## src/hdl/assert_macros.svh

```systemverilog
// Assertion macros, included by url_percent_decoder.sv.
`ifndef ASSERT_MACROS_SVH
`define ASSERT_MACROS_SVH

// Same-cycle implication, disabled during reset.
`define ASSERT_IMPLIES(label, clk, rst_n, ante, cons) \
  label: assert property (@(posedge clk) disable iff (!rst_n) (ante) |-> (cons)) \
    else $error("assertion failed");

// Next-cycle implication, disabled during reset.
`define ASSERT_NEXT(label, clk, rst_n, ante, cons) \
  label: assert property (@(posedge clk) disable iff (!rst_n) (ante) |=> (cons)) \
    else $error("assertion failed");

`endif

```

## src/hdl/upd_pkg.sv

```systemverilog
// Types, constants and helper functions for the URL percent decoder.
`default_nettype none

package upd_pkg;

  localparam logic [7:0] PCT_CHAR = 8'h25;

  // Escape phase codes
  localparam logic [1:0] PH_IDLE = 2'd0;  // not inside an escape
  localparam logic [1:0] PH_PCT  = 2'd1;  // '%' seen
  localparam logic [1:0] PH_HELD = 2'd2;  // '%' and first follower seen

  localparam int MAX_RES = 3;

  typedef struct packed {
    logic [7:0] in_byte;
    logic       in_last;
  } in_t;

  typedef struct packed {
    logic [7:0] out_byte;
    logic       out_last;
  } out_t;

  // Everything one input byte produces.
  typedef struct packed {
    logic [1:0]                 cnt;
    logic [MAX_RES-1:0][7:0]    res_byte;
    logic [MAX_RES-1:0]         res_last;
    logic [1:0]                 nxt_phase;
    logic [7:0]                 nxt_held;
  } step_t;

  function automatic logic is_alnum(input logic [7:0] c);
    return (c inside {[8'h30:8'h39], [8'h41:8'h5A], [8'h61:8'h7A]});
  endfunction

  function automatic logic [3:0] nibble_of(input logic [7:0] c);
    logic [7:0] v;
    v = 8'h00;
    if (c inside {[8'h30:8'h39]}) v = c - 8'h30;
    else if (c inside {[8'h41:8'h46]}) v = c - 8'h37;
    else if (c inside {[8'h61:8'h66]}) v = c - 8'h57;
    return v[3:0];
  endfunction

endpackage

`default_nettype wire

```

## src/hdl/upd_step.sv

```systemverilog
// Combinational decode of one input byte against the escape state.
`default_nettype none

module upd_step
  import upd_pkg::*;
(
  input  wire logic [1:0] phase,
  input  wire logic [7:0] held,
  input  wire in_t        in_item,
  output step_t           st
);

  logic [7:0] b;
  logic       lst;

  assign b   = in_item.in_byte;
  assign lst = in_item.in_last;

  always_comb begin
    st           = '0;
    st.nxt_phase = PH_IDLE;
    st.nxt_held  = held;
    case (phase)
      PH_PCT: begin
        if (lst) begin
          // escape cut short: '%' then the follower as is
          st.cnt         = 2'd2;
          st.res_byte[0] = PCT_CHAR;
          st.res_byte[1] = b;
          st.res_last[1] = 1'b1;
        end else begin
          st.nxt_held  = b;
          st.nxt_phase = PH_HELD;
        end
      end
      PH_HELD: begin
        if (is_alnum(held) && is_alnum(b)) begin
          st.cnt         = 2'd1;
          st.res_byte[0] = {nibble_of(held), nibble_of(b)};
          st.res_last[0] = lst;
        end else begin
          st.res_byte[0] = PCT_CHAR;
          if (held != PCT_CHAR) begin
            // held byte passes, new byte starts from idle
            st.res_byte[1] = held;
            if (b != PCT_CHAR) begin
              st.cnt         = 2'd3;
              st.res_byte[2] = b;
              st.res_last[2] = lst;
            end else if (lst) begin
              st.cnt         = 2'd3;
              st.res_byte[2] = PCT_CHAR;
              st.res_last[2] = 1'b1;
            end else begin
              st.cnt       = 2'd2;
              st.nxt_phase = PH_PCT;
            end
          end else begin
            // held '%' opens a new escape with the new byte as follower
            if (lst) begin
              st.cnt         = 2'd3;
              st.res_byte[1] = PCT_CHAR;
              st.res_byte[2] = b;
              st.res_last[2] = 1'b1;
            end else begin
              st.cnt       = 2'd1;
              st.nxt_held  = b;
              st.nxt_phase = PH_HELD;
            end
          end
        end
      end
      default: begin
        if (b != PCT_CHAR) begin
          st.cnt         = 2'd1;
          st.res_byte[0] = b;
          st.res_last[0] = lst;
        end else if (lst) begin
          st.cnt         = 2'd1;
          st.res_byte[0] = PCT_CHAR;
          st.res_last[0] = 1'b1;
        end else begin
          st.nxt_phase = PH_PCT;
        end
      end
    endcase
  end

endmodule

`default_nettype wire

```

## src/hdl/url_percent_decoder.sv

```systemverilog
// URL percent decoder: one byte in per cycle, up to three decoded bytes out.
// A result is on out_data in the cycle after the input transfer that makes it.
// Throughput: one input byte per cycle while each byte gives at most one result and out_ready is high;
// a byte with N results holds in_ready low until N-1 of them have left.
// Reset (rst_n low, synchronous): escape state idle, result buffer empty.
`default_nettype none

`include "assert_macros.svh"

module url_percent_decoder
  import upd_pkg::*;
(
  input  wire logic clk,
  input  wire logic rst_n,
  input  wire logic in_valid,
  output logic      in_ready,
  input  wire in_t  in_data,
  output logic      out_valid,
  input  wire logic out_ready,
  output out_t      out_data
);

  logic [1:0]              phase_r, phase_nxt;
  logic [7:0]              held_r, held_nxt;
  logic [1:0]              cnt_r, cnt_nxt;
  logic [MAX_RES-1:0][7:0] res_byte_r, res_byte_nxt;
  logic [MAX_RES-1:0]      res_last_r, res_last_nxt;
  step_t                   st;
  logic                    in_xfer, out_xfer;

  upd_step u_step (
    .phase   (phase_r),
    .held    (held_r),
    .in_item (in_data),
    .st      (st)
  );

  assign out_valid         = (cnt_r != 2'd0);
  assign out_data.out_byte = res_byte_r[0];
  assign out_data.out_last = res_last_r[0];

  // Take a new byte once the buffer drains this cycle.
  assign in_ready = (cnt_r == 2'd0) || ((cnt_r == 2'd1) && out_ready);
  assign in_xfer  = in_valid && in_ready;
  assign out_xfer = out_valid && out_ready;

  always_comb begin
    phase_nxt    = phase_r;
    held_nxt     = held_r;
    cnt_nxt      = cnt_r;
    res_byte_nxt = res_byte_r;
    res_last_nxt = res_last_r;
    if (in_xfer) begin
      phase_nxt    = st.nxt_phase;
      held_nxt     = st.nxt_held;
      cnt_nxt      = st.cnt;
      res_byte_nxt = st.res_byte;
      res_last_nxt = st.res_last;
    end else if (out_xfer) begin
      cnt_nxt      = cnt_r - 2'd1;
      res_byte_nxt = {8'h00, res_byte_r[MAX_RES-1:1]};
      res_last_nxt = {1'b0, res_last_r[MAX_RES-1:1]};
    end
  end

  always_ff @(posedge clk) begin
    if (!rst_n) begin
      phase_r <= PH_IDLE;
      held_r  <= 8'h00;
      cnt_r   <= 2'd0;
    end else begin
      phase_r <= phase_nxt;
      held_r  <= held_nxt;
      cnt_r   <= cnt_nxt;
    end
  end

  always_ff @(posedge clk) begin
    res_byte_r <= res_byte_nxt;
    res_last_r <= res_last_nxt;
  end

  `ASSERT_IMPLIES(a_no_accept_when_full, clk, rst_n, cnt_r > 2'd1, !in_ready)
  `ASSERT_NEXT(a_last_closes_escape, clk, rst_n, in_xfer && in_data.in_last,
               phase_r == PH_IDLE)
  `ASSERT_NEXT(a_silent_byte_in_escape, clk, rst_n, in_xfer && (st.cnt == 2'd0),
               phase_r != PH_IDLE)

endmodule

`default_nettype wire
```

## config.mk

```make
export PLATFORM = sky130hd
export DESIGN_NAME = url_percent_decoder
export DESIGN_NICKNAME = d
export VERILOG_FILES = /design/src/hdl/upd_pkg.sv /design/src/hdl/upd_step.sv /design/src/hdl/url_percent_decoder.sv
export VERILOG_INCLUDE_DIRS = /design/src /design/src/hdl
export SDC_FILE = /design/constraint.sdc
export NUM_CORES = 1
export LEC_CHECK = 0
export ABC_AREA = 1
export BUFFER_PORTS_ARGS = -buffer_cell sky130_fd_sc_hd__buf_4
export CAP_MARGIN = 30
export CORE_MARGIN = 2
export CORE_UTILIZATION = 40
export CTS_BUF_LIST = sky130_fd_sc_hd__clkbuf_8
export DETAILED_ROUTE_END_ITERATION = 16
export PLACE_DENSITY_LB_ADDON = 0.12
export SYNTH_ARGS = -nofsm -noshare
export SYNTH_HDL_FRONTEND = slang
export SYNTH_HIERARCHICAL = 1
export SYNTH_SLANG_ARGS = --single-unit
```

## constraint.sdc

```tcl
create_clock -name clk -period 2.7 [get_ports clk]
set_clock_uncertainty 0.05 [all_clocks]
set_input_delay 0.81 -clock clk [delete_from_list [all_inputs] [get_ports clk]]
set_output_delay 0.81 -clock clk [all_outputs]
set_load 0.01 [all_outputs]
```

### Yosys cells after proc, flatten, opt, wreduce, memory -nomap -nowiden

Index checks and enable logic that the tools add are counted.

| operators by class | value |
|---|---|
| equal/unequal tests | 7 |
| order comparisons | 16 |
| add/sub/neg operators | 7 |
| reduce and logical (&&, ||, !) cells | 22 |
| mux-type cells | 45 |

Operator list:

| cell | count |
|---|---|
| less-or-equal comparator 8 x 7 -> 1 bit (second input constant) | 8 |
| 2-to-1 mux 24 bit | 2 |
| one-hot mux 8 bit (2 select lines) | 3 |
| >= comparator 8 x 7 -> 1 bit (second input constant) | 4 |
| 2-to-1 mux 16 bit | 2 |
| 2-to-1 mux 8 bit | 4 |
| 2-to-1 mux 4 bit | 6 |
| 2-to-1 mux 10 bit | 2 |
| 2-to-1 mux 18 bit | 1 |
| >= comparator 8 x 6 -> 1 bit (second input constant) | 2 |
| less-or-equal comparator 8 x 6 -> 1 bit (second input constant) | 2 |
| inequality test 8 x 6 -> 1 bit (second input constant) | 2 |
| subtractor 4 x 3 -> 4 bit (second input constant) | 4 |
| logical AND 1 bit | 14 |
| 2-to-1 mux 2 bit | 7 |
| 2-to-1 mux 1 bit | 11 |
| 2-to-1 mux 9 bit | 1 |
| one-hot mux 2 bit (2 select lines) | 2 |
| subtractor 4 x 1 -> 4 bit (second input constant) | 2 |
| 2-to-1 mux 3 bit | 2 |
| 2-to-1 mux 6 bit | 1 |
| nonzero test 2 bit | 3 |
| nonzero test 3 bit | 2 |
| == test 2 x 1 -> 1 bit (second input constant) | 2 |
| other kinds (7) | 8 |

| word-level totals | value |
|---|---|
| output and inout port bits | 11 |
| bits of input ports | 13 |
| register bits after elaboration | 39 |

### Depth between registers and ports, before layout

Gate-level depths: netlist of the first run.

| depth | value |
|---|---|
| depth in word-level cells | 8 |
| depth in mapped cells | 16 |
| gate-level depth less buffers | 15 |

### Modules after synthesis

Netlist of the first run, hierarchy kept.

Modules (own cells, without submodules):

| module | instances | area each (um^2) | cells an instance |
|---|---|---|---|
| url_percent_decoder | 1 | 1727.9 | 182 |
| upd_step | 1 | 1526.5 | 305 |

### Least setup slack after synthesis of the first run

Ideal clock, no wire load.

| timing | value |
|---|---|
| path type | input port to flip-flop |
| from | input in_data[2] (netlist bit) |
| to | register res_byte_r (netlist bit out_data[4]), data pin |
| slack | 394 ps |
| cell stages on the path | 15 |
| data arrival time | 2004 ps |
| path through | inv_1 -> ha_1 -> nor2_1 -> nand3_1 -> nor2_1 -> nor2_2 -> nand2_1 -> nand3_2 -> nand2_4 -> buf_8 -> nor2_2 -> nand3_1 -> nand2_1 -> nand2_1 -> nand2_1 |

RTL lines:

| what | line | text |
|---|---|---|
| start: declaration | url_percent_decoder.sv:17 | `input wire in_t in_data,` |
| end signal: assignment | url_percent_decoder.sv:79 | `res_byte_r <= res_byte_nxt;` |
| end: declaration | url_percent_decoder.sv:26 | `logic [MAX_RES-1:0][7:0] res_byte_r, res_byte_nxt;` |

==> impl_metrics.csv, run 1 <==
group,metric,value,unit
route,drt-total-wl,9.090,mm
critical_path,cp-end-kind,"flop",
synth,synth_top_area_frac,0.2491,
synth,synth_top_cell_by_area,"edfxtp_1",
synth,synthFlopType,"edfxtp_1",
timing,min_period,2.369,ns
floorplan,num_rows,32,
route,first_pass_iters,8,
cts,cts_tree,"yes",
route,drt_iter0_drc,230,
synth,syn_nets,512,
synth,syn_area,3254,um^2
floorplan,coreArea,7807,um^2
place,gp_congestion,0.9213,
critical_path,cpMaxStageDelayCell,"ha_1",
pwr,peakVddDrop,457.3,uV
floorplan,die_y,94.20,um
timing,relSlewSlack,0.6653,
critical_path,crit_chain,"buf_4 > inv_1 > ha_1 > o21ai_1 > nand2_1 > nand3_1 > nand3_2 > nand2_4 > nand3b_4 > o21ai_1 > nand3_1 > nand2_1 > nor2_1 > nor2_1",
synth,syn_inst,487,
global_route,grt_pass1_vias,2968,
synth,synth_cell_types,36,
synth,ys_ff_latch,39,
global_route,antenna_found_initial,0,
layout,diodes,0,
pwr,p_leak,1.576,nW
cts,clock_latency,0.31,ns
synth,yosys-top-cells-area,"edfxtp_1, nand2_1, nor2_1, dfxtp_1, o21ai_0",
place,dpl.hpwl,6.417,mm
cts,htreeDepth,2,
layout,num-fill-cells,847,
place,portBuffers,23,
synth,synth-edff-count,27,
status,status,"finished, final reports clean",
layout,nNetsFinal,526,
pwr,powerDensity,969.4,nW/um^2
floorplan,die_x,94.20,um
synth,avgSynthCellArea,6.682,um^2
timing,fmax,0.4222,GHz
route,dr_total_vias,3230,
hold_path,hold_class,"flop to flop",
critical_path,worst_setup_path_start_kind,"input port",
timing,fin_tns_setup,0,ns
critical_path,cp.arrival,2.56,ns
route,avgViaCountPerCell,5.348,
cts,ctsLongestPathBuffers,2,
critical_path,crit_fanout,14,
critical_path,crit_required,2.89,ns
timing,worstMarginPinSlew,0.5021,ns
layout,final_layout_size_suffix_gt1_frac,0.1414,
timing,setup_viol,0,
route,wl_per_cell,15.05,um
timing,finalHoldViolations,0,
cts,ctsHoldBuffers,0,
synth,yosys_warnings,6,
route,antenna_left,0,
timing,finalCritPeriodShare,0.8773,
layout,final_cell_mix,"nand2_1, nor2_1, inv_1, o21ai_0, buf_4",
cts,cts_made_buffers,5,
global_route,grt_usage,0.2141,
route,drc,0,
timing,drv_slew,0,
timing,rsz0062_at_grt,"false",
global_route,grt_overflow,0,
cts,cts_sinks,39,
critical_path,path_buf_inv,2,
global_route,grt_pass1_wl,14.57,mm
layout,multi_input_area,1790,um^2
synth,synthArstFlopShare,0,
cts,clkTransAtPathRegs,0.09,ns
timing,holdWs,0.4629,ns
job,cap_violations,0,
floorplan,start_util,0.4168,
layout,syn2layout_area_growth,9.381,%
cts,cts_resized,0,
layout,mostFrequentLayoutCell,"nand2_1",
floorplan,dieArea,8874,um^2
critical_path,crit_path_max_incr_delay,0.21,ns
cts,ctsRootBufferMaster,"clkbuf_8",
global_route,grt_max_degree,32,
pwr,total_power,3.451,mW
critical_path,crit_family,"simple AND/OR/NAND/NOR gates",
critical_path,crit_type,"input port to flop",
synth,yosysSeqAreaShare,0.3230,
layout,regArea,1051,um^2
floorplan,ioPinCount,24,
cts,postCtsSetupRepairBufs,0,
==> cell families (layout without fill, tap and decap cells) <==
family | count (synthesis) | count (layout) | synth area share
AND/OR/NAND/NOR | 273 | 273 | 0.3606
AO/OA/AOI/OAI | 81 | 81 | 0.1407
buffers and inverters | 81 | 96 | 0.1269
flip-flops | 39 | 39 | 0.3230
adder cells (fa/ha/maj) | 12 | 12 | 0.04613
XOR/XNOR | 1 | 1 | 0.002692
==> registers in the layout, indices dropped and copies added, names as in the netlist <==
| name | flops |
|---|---|
| res_last_r | 3 |
| cnt_r | 2 |
| out_data | 8 |
| res_byte_r | 16 |
| held_r | 8 |
| phase_r | 2 |
==> worst paths after layout <==
kind	to	cells after the start	from	slack (ns)
worst max-delay path	cnt_r[1]	14	in_data[1]	0.33
worst min register to register	phase_r[0]	2	phase_r[0]	0.46
worst max register to register	out_data[1]	14	held_r[0]	0.38
worst min-delay path	phase_r[0]	2	phase_r[0]	0.46
==> cell type report <==
cell class                      instances  area share
Sequential cell                        39      0.2953
Timing Repair Buffer                   36     0.07944
Inverter                               52     0.05624
Clock buffer                            5     0.01933
Clock inverter                          3     0.01090
Multi-Input combinational cell        367      0.5030
Tap cell                              102     0.03585
==> layer usage <==
layer,routed length (um),GRT usage,part of all wire,vias up
met5,0,0,0,-
met4,317,0.1014,0.035,0
met3,586,0.02809,0.064,23
met2,4135,0.3506,0.45,135
met1,4049,0.2787,0.45,1460
li1,-,-,-,1612
==> worst register-to-register path: cells and delay by family (launching register included) <==
| family | cells | cell delay [ns] |
|---|---|---|
| AND/OR/NAND/NOR | 12 | 1.10 |
| flip-flops | 1 | 0.50 |
| adder cells (fa/ha/maj) | 1 | 0.25 |
| buffers and inverters | 1 | 0.16 |
==> synthesized netlist by cell type (all sizes together) (7+ instances only) <==
cell type  number
edfxtp         27
nor2           81
nand4           8
inv            52
a21oi          19
dfxtp          12
nand3          31
o21ai          42
buf            23
o211ai          7
nand2         143
ha             12
==> metrics by stage <==
| stage | instances | util | instance area [um^2] | worst slack (ns) |
|---|---|---|---|---|
| global route | 604 | 0.4559 | 3560 | 0.1500 |
| detailed placement | 596 | 0.4421 | 3452 | 0.07054 |
| global placement | 596 | 0.4421 | 3452 | 0.1066 |
| finish | 604 | 0.4559 | 3560 | 0.3314 |
| floorplan | 487 | - | 3254 | 0.3941 |
| CTS | 604 | 0.4559 | 3560 | 0.3715 |
==> where the power goes <==
part | switching (mW) | internal, mW
Sequential | 0.161 | 1.00
Combinational | 1.16 | 0.623
Clock | 0.232 | 0.271
No activity file was read; power rests on OpenSTA's default activity.
==> inputs of run 2 (changes only) <==
--- a/config.mk
+++ b/config.mk
@@ -10,7 +10,7 @@
 export BUFFER_PORTS_ARGS = -buffer_cell sky130_fd_sc_hd__buf_4
 export CAP_MARGIN = 30
 export CORE_MARGIN = 2
-export CORE_UTILIZATION = 40
+export CORE_UTILIZATION = 45
 export CTS_BUF_LIST = sky130_fd_sc_hd__clkbuf_8
 export DETAILED_ROUTE_END_ITERATION = 16
 export PLACE_DENSITY_LB_ADDON = 0.12
==> run 2 against run 1 <==
Total power up 1.2%. Cell count down 0.66%. Via count about the same. First-iteration DRC count up 61%. Wire length down 2.1%. Fmax down 1.4%. Critical path type unchanged. Non-clock buffer count down 1. Count of clock-buffer cells in the layout unchanged. Largest cell class unchanged. Global-route usage up 1.9 points. Core utilization up 4.3 points.
==> impl_metrics.csv, run 2 (synthesized netlist as in run 1, its figures left out) <==
group,metric,value,unit
timing,finalCritPeriodShare,0.8899,
timing,rsz0062_at_grt,"false",
critical_path,crit_start,"in_data[2]",
layout,diodes,0,
critical_path,regToRegSetupSlack,0.45,ns
pwr,pwr-share-seq,0.330,
timing,setup_slack,0.2973,ns
cts,cts_made_buffers,5,
pwr,clockPowerShare,0.167,
layout,largest_register,"res_byte_r",
floorplan,num_rows,31,
place,portBuffers,23,
global_route,grt_pass1_vias,2841,
pwr,powerDensity,980.8,nW/um^2
global_route,grt_pass1_wl,14.13,mm
floorplan,ioPinCount,24,
critical_path,rr_worst_depth,13,
route,first_pass_iters,6,
route,avgViaCountPerCell,5.388,
cts,ctsLongestPathBuffers,2,
timing,setup_viol,0,
timing,finalHoldViolations,0,
critical_path,crit_fanout,14,
global_route,grt_max_degree,29,
cts,ctsRootBufferMaster,"clkbuf_8",
cts,htreeDepth,2,
cts,clkTransAtPathRegs,0.08,ns
timing,fmax,0.4162,GHz
place,dpl.hpwl,6.299,mm
pwr,p_int,1.961,mW
timing,worstMarginPinSlew,0.6589,ns
route,drc,0,
global_route,grt_overflow,0,
floorplan,dieArea,7928,um^2
cts,postCtsSetupRepairBufs,0,
layout,fin_util,0.4989,
critical_path,cp.arrival,2.52,ns
pwr,sw_frac_of_total,0.4384,
hold_path,min_from,"phase_r[0]",
timing,drv_slew,0,
pwr,p_comb_frac,0.503,
floorplan,start_util,0.4560,
critical_path,crit_type,"input port to flop",
timing,min_period,2.403,ns
hold_path,hold_class,"flop to flop",
status,status,"finished, final reports clean",
cts,cts_resized,0,
layout,final_cell_mix,"nand2_1, nor2_1, inv_1, o21ai_0, buf_4",
layout,largest_reg_flops,16,
layout,syn2layout_area_growth,9.420,%
critical_path,worstReg2RegStart,"held_r[0]",
critical_path,reg2reg_to,"out_data[1]",
pwr,p_sw,1.531,mW
route,drt_iter0_drc,371,
cts,cts_tree,"yes",
route,antenna_left,0,
critical_path,crit_end,"out_data[1]",
place,gp_congestion,0.9328,
pwr,p_leak,1.581,nW
pwr,peakVddDrop,475.8,uV
global_route,antenna_found_initial,0,
cts,cts_sinks,39,
timing,fin_tns_setup,0,ns
cts,ctsHoldBuffers,0,
layout,mostFrequentLayoutCell,"nand2_1",
layout,nNetsFinal,525,
place,post-place-ws,0.04263,ns
timing,relSlewSlack,0.5603,
route,wl_per_cell,14.83,um
critical_path,cp-end-kind,"flop",
floorplan,die_y,89.04,um
route,drt-total-wl,8.895,mm
route,dr_total_vias,3233,
layout,final_layout_size_suffix_gt1_frac,0.1397,
floorplan,die_x,89.04,um
critical_path,crit_required,2.81,ns
job,cap_violations,0,
critical_path,worst_setup_path_start_kind,"input port",
floorplan,coreArea,7137,um^2
cts,clock_latency,0.30,ns
global_route,grt_usage,0.2335,
## run 2: final cells by class
cell class / count / area, um^2
clock buffer: 5 / 68.82
clock inverter: 3 / 63.81
fill: 761 / 3576
inverter: 52 / 200.2
multi-input combinational: 367 / 1790
sequential: 39 / 1051
tap: 99 / 123.9
timing repair buffer: 35 / 262.8
## run 2: routing by layer
layer / share of wire / global-route usage
met1: 0.45 / 0.3247
met4: 0.013 / 0.06377
met5: 0 / 0
met2: 0.48 / 0.3813
met3: 0.063 / 0.03416
## run 2: critical path: stages
cell and delay [ns]:
buf_4 0.12, inv_1 0.08, ha_1 0.22, nor2_1 0.09, nand3_1 0.09, nor2_1 0.14
nor2_2 0.05, nand2_1 0.08, nand3_2 0.10, nand2_4 0.18, nand2_1 0.15, nand3_1 0.10
nand2_1 0.06, nand2_1 0.11, nand2_1 0.06, nand2_1 0.06
## run 2: worst min-delay path by stage
stage | depth (start not counted) | end | slack, ns
floorplan | 2 | held_r[2] | 0.40
global placement | 2 | res_byte_r[8] | 0.45
detailed placement | 2 | out_data[1] | 0.46
CTS | 2 | phase_r[0] | 0.47
global route | 2 | out_data[3] | 0.50
finish | 2 | phase_r[0] | 0.46
## run 2: through the flow
step / total power, mW / instances / hold slack, ns / cell area, um^2
after detailed placement: 2.906 / 592 / 0.4555 / 3428
after floorplan: 2.564 / 487 / 0.3989 / 3254
after global routing: 3.775 / 600 / 0.4976 / 3561
final: 3.492 / 600 / 0.4591 / 3561
after CTS: 3.498 / 600 / 0.4660 / 3561
after global placement: 2.902 / 592 / 0.4504 / 3428
## run 2: power groups by stage
| stage | Combinational (mW) | Clock, mW | Sequential, mW |
|---|---|---|---|
| CTS | 1.75 | 0.595 | 1.16 |
| finish | 1.76 | 0.584 | 1.15 |
| floorplan | 1.45 | 0 | 1.12 |
| global route | 1.96 | 0.625 | 1.19 |
| global placement | 1.74 | 0 | 1.17 |
| detailed placement | 1.74 | 0 | 1.17 |
==> inputs of run 3 (changes only) <==
--- a/config.mk
+++ b/config.mk
@@ -11,7 +11,6 @@
 export CAP_MARGIN = 30
 export CORE_MARGIN = 2
 export CORE_UTILIZATION = 45
-export CTS_BUF_LIST = sky130_fd_sc_hd__clkbuf_8
 export DETAILED_ROUTE_END_ITERATION = 16
 export PLACE_DENSITY_LB_ADDON = 0.12
 export SYNTH_ARGS = -nofsm -noshare
==> run 3 against run 2 <==
Worst setup slack gained 0.0098 ns. Register-to-register slack is essentially flat. Core utilization is the same. Sequential power is essentially flat. Global-route usage is the same. First-iteration DRC count grew 0.81%. Cell area is the same. Wire length shrank 0.11%. Critical endpoint unchanged.
==> impl_metrics.csv, run 3 (synthesized netlist as in run 1, its figures left out) <==
group,metric,value,unit
floorplan,ioPinCount,24,
floorplan,die_y,89.04,um
route,antenna_left,0,
layout,largest_register,"res_byte_r",
timing,finalCritPeriodShare,0.8862,
floorplan,dieArea,7928,um^2
status,status,"finished, final reports clean",
global_route,grt_pass1_wl,14.13,mm
layout,syn2layout_area_growth,9.420,%
route,avgViaCountPerCell,5.445,
timing,fmax,0.4179,GHz
timing,min_period,2.393,ns
place,portBuffers,23,
timing,rsz0062_at_grt,"false",
timing,worstMarginPinSlew,0.6348,ns
floorplan,die_x,89.04,um
pwr,p_leak,1.577,nW
global_route,grt_overflow,0,
timing,setup_viol,0,
layout,final_layout_size_suffix_gt1_frac,0.1397,
cts,htreeDepth,2,
hold_path,hold_class,"flop to flop",
critical_path,cp.arrival,2.51,ns
route,first_pass_iters,6,
critical_path,crit_required,2.82,ns
cts,ctsLongestPathBuffers,2,
cts,ctsRootBufferMaster,"clkbuf_8",
timing,fin_tns_setup,0,ns
global_route,grt_pass1_vias,2841,
critical_path,cp-end-kind,"flop",
route,drt_iter0_drc,374,
timing,drv_slew,0,
layout,largest_reg_flops,16,
cts,cts_tree,"yes",
place,dpl.hpwl,6.299,mm
place,gp_congestion,0.9328,
global_route,grt_max_degree,29,
layout,mostFrequentLayoutCell,"nand2_1",
global_route,antenna_found_initial,0,
cts,cts_resized,0,
cts,clkTransAtPathRegs,0.08,ns
floorplan,coreArea,7137,um^2
floorplan,start_util,0.4560,
layout,final_cell_mix,"nand2_1, nor2_1, inv_1, o21ai_0, buf_4",
layout,diodes,0,
route,drc,0,
cts,cts_sinks,39,
route,wl_per_cell,14.81,um
critical_path,worst_setup_path_start_kind,"input port",
pwr,powerDensity,981.6,nW/um^2
cts,clock_latency,0.30,ns
layout,nNetsFinal,525,
hold_path,min_from,"phase_r[0]",
cts,postCtsSetupRepairBufs,0,
job,cap_violations,0,
global_route,grt_usage,0.2335,
timing,holdWs,0.4591,ns
cts,cts_made_buffers,5,
route,drt-total-wl,8.885,mm
floorplan,num_rows,31,
pwr,peakVddDrop,475.8,uV
timing,relSlewSlack,0.5763,
critical_path,crit_fanout,14,
critical_path,crit_start,"in_data[2]",
cts,ctsHoldBuffers,0,
critical_path,crit_type,"input port to flop",
critical_path,worstReg2RegStart,"held_r[0]",
route,dr_total_vias,3267,
timing,finalHoldViolations,0,
run 3: cell count changes in the layout (fill, tap and decap cells not counted):
cell / change
inv_1: -1
clkbuf_1: +1
run 3: cell type report:
cell class / count / area (um^2)
Inverter: 52 / 200.2
Sequential cell: 39 / 1051
Fill cell: 761 / 3576
Clock buffer: 6 / 72.57
Multi-Input combinational cell: 367 / 1790
Timing Repair Buffer: 35 / 262.8
Tap cell: 99 / 123.9
Clock inverter: 2 / 60.06
run 3: path summary, 6_finish.rpt:
check,to,slack [ns],cells past startpoint
hold reg to reg,phase_r[0],0.46,2
setup / recovery,out_data[1],0.31,16
hold / removal,phase_r[0],0.46,2
setup reg to reg,out_data[1],0.46,13
run 3: report_power, final:
group          total, mW  switching, mW  internal (mW)  leakage, nW
clock              0.588          0.218          0.370       0.0654
sequential          1.15          0.150           1.00        0.370
combinational       1.76           1.16          0.594         1.14
run 3: routing by layer:
metal  vias up  global-route usage  share of wire  wire, um
met5         -                   0              0         0
li1       1607                   -              -         -
met4         0             0.06377          0.015       136
met3        21             0.03416          0.069       615
met2       140              0.3813           0.48      4235
met1      1499              0.3247           0.44      3898
run 3: stage by stage:
stage                     std cells  cell area (um^2)  power, mW  setup WS (ns)    util
after floorplan                 487              3254      2.564         0.3941       -
after global placement          592              3428      2.902        0.09086  0.4804
after detailed placement        592              3428      2.906        0.04263  0.4804
after CTS                       600              3561      3.502         0.3550  0.4989
after global routing            600              3561      3.779         0.1687  0.4989
final                           600              3561      3.495         0.3072  0.4989
run 3: critical path, stage by stage:
cell	delay [ns]
buf_4	0.12
inv_1	0.08
ha_1	0.22
nor2_1	0.09
nand3_1	0.09
nor2_1	0.14
nor2_2	0.05
nand2_1	0.08
nand3_2	0.10
nand2_4	0.19
nand2_1	0.13
nand3_1	0.09
nand2_1	0.06
nand2_1	0.11
nand2_1	0.06
nand2_1	0.06
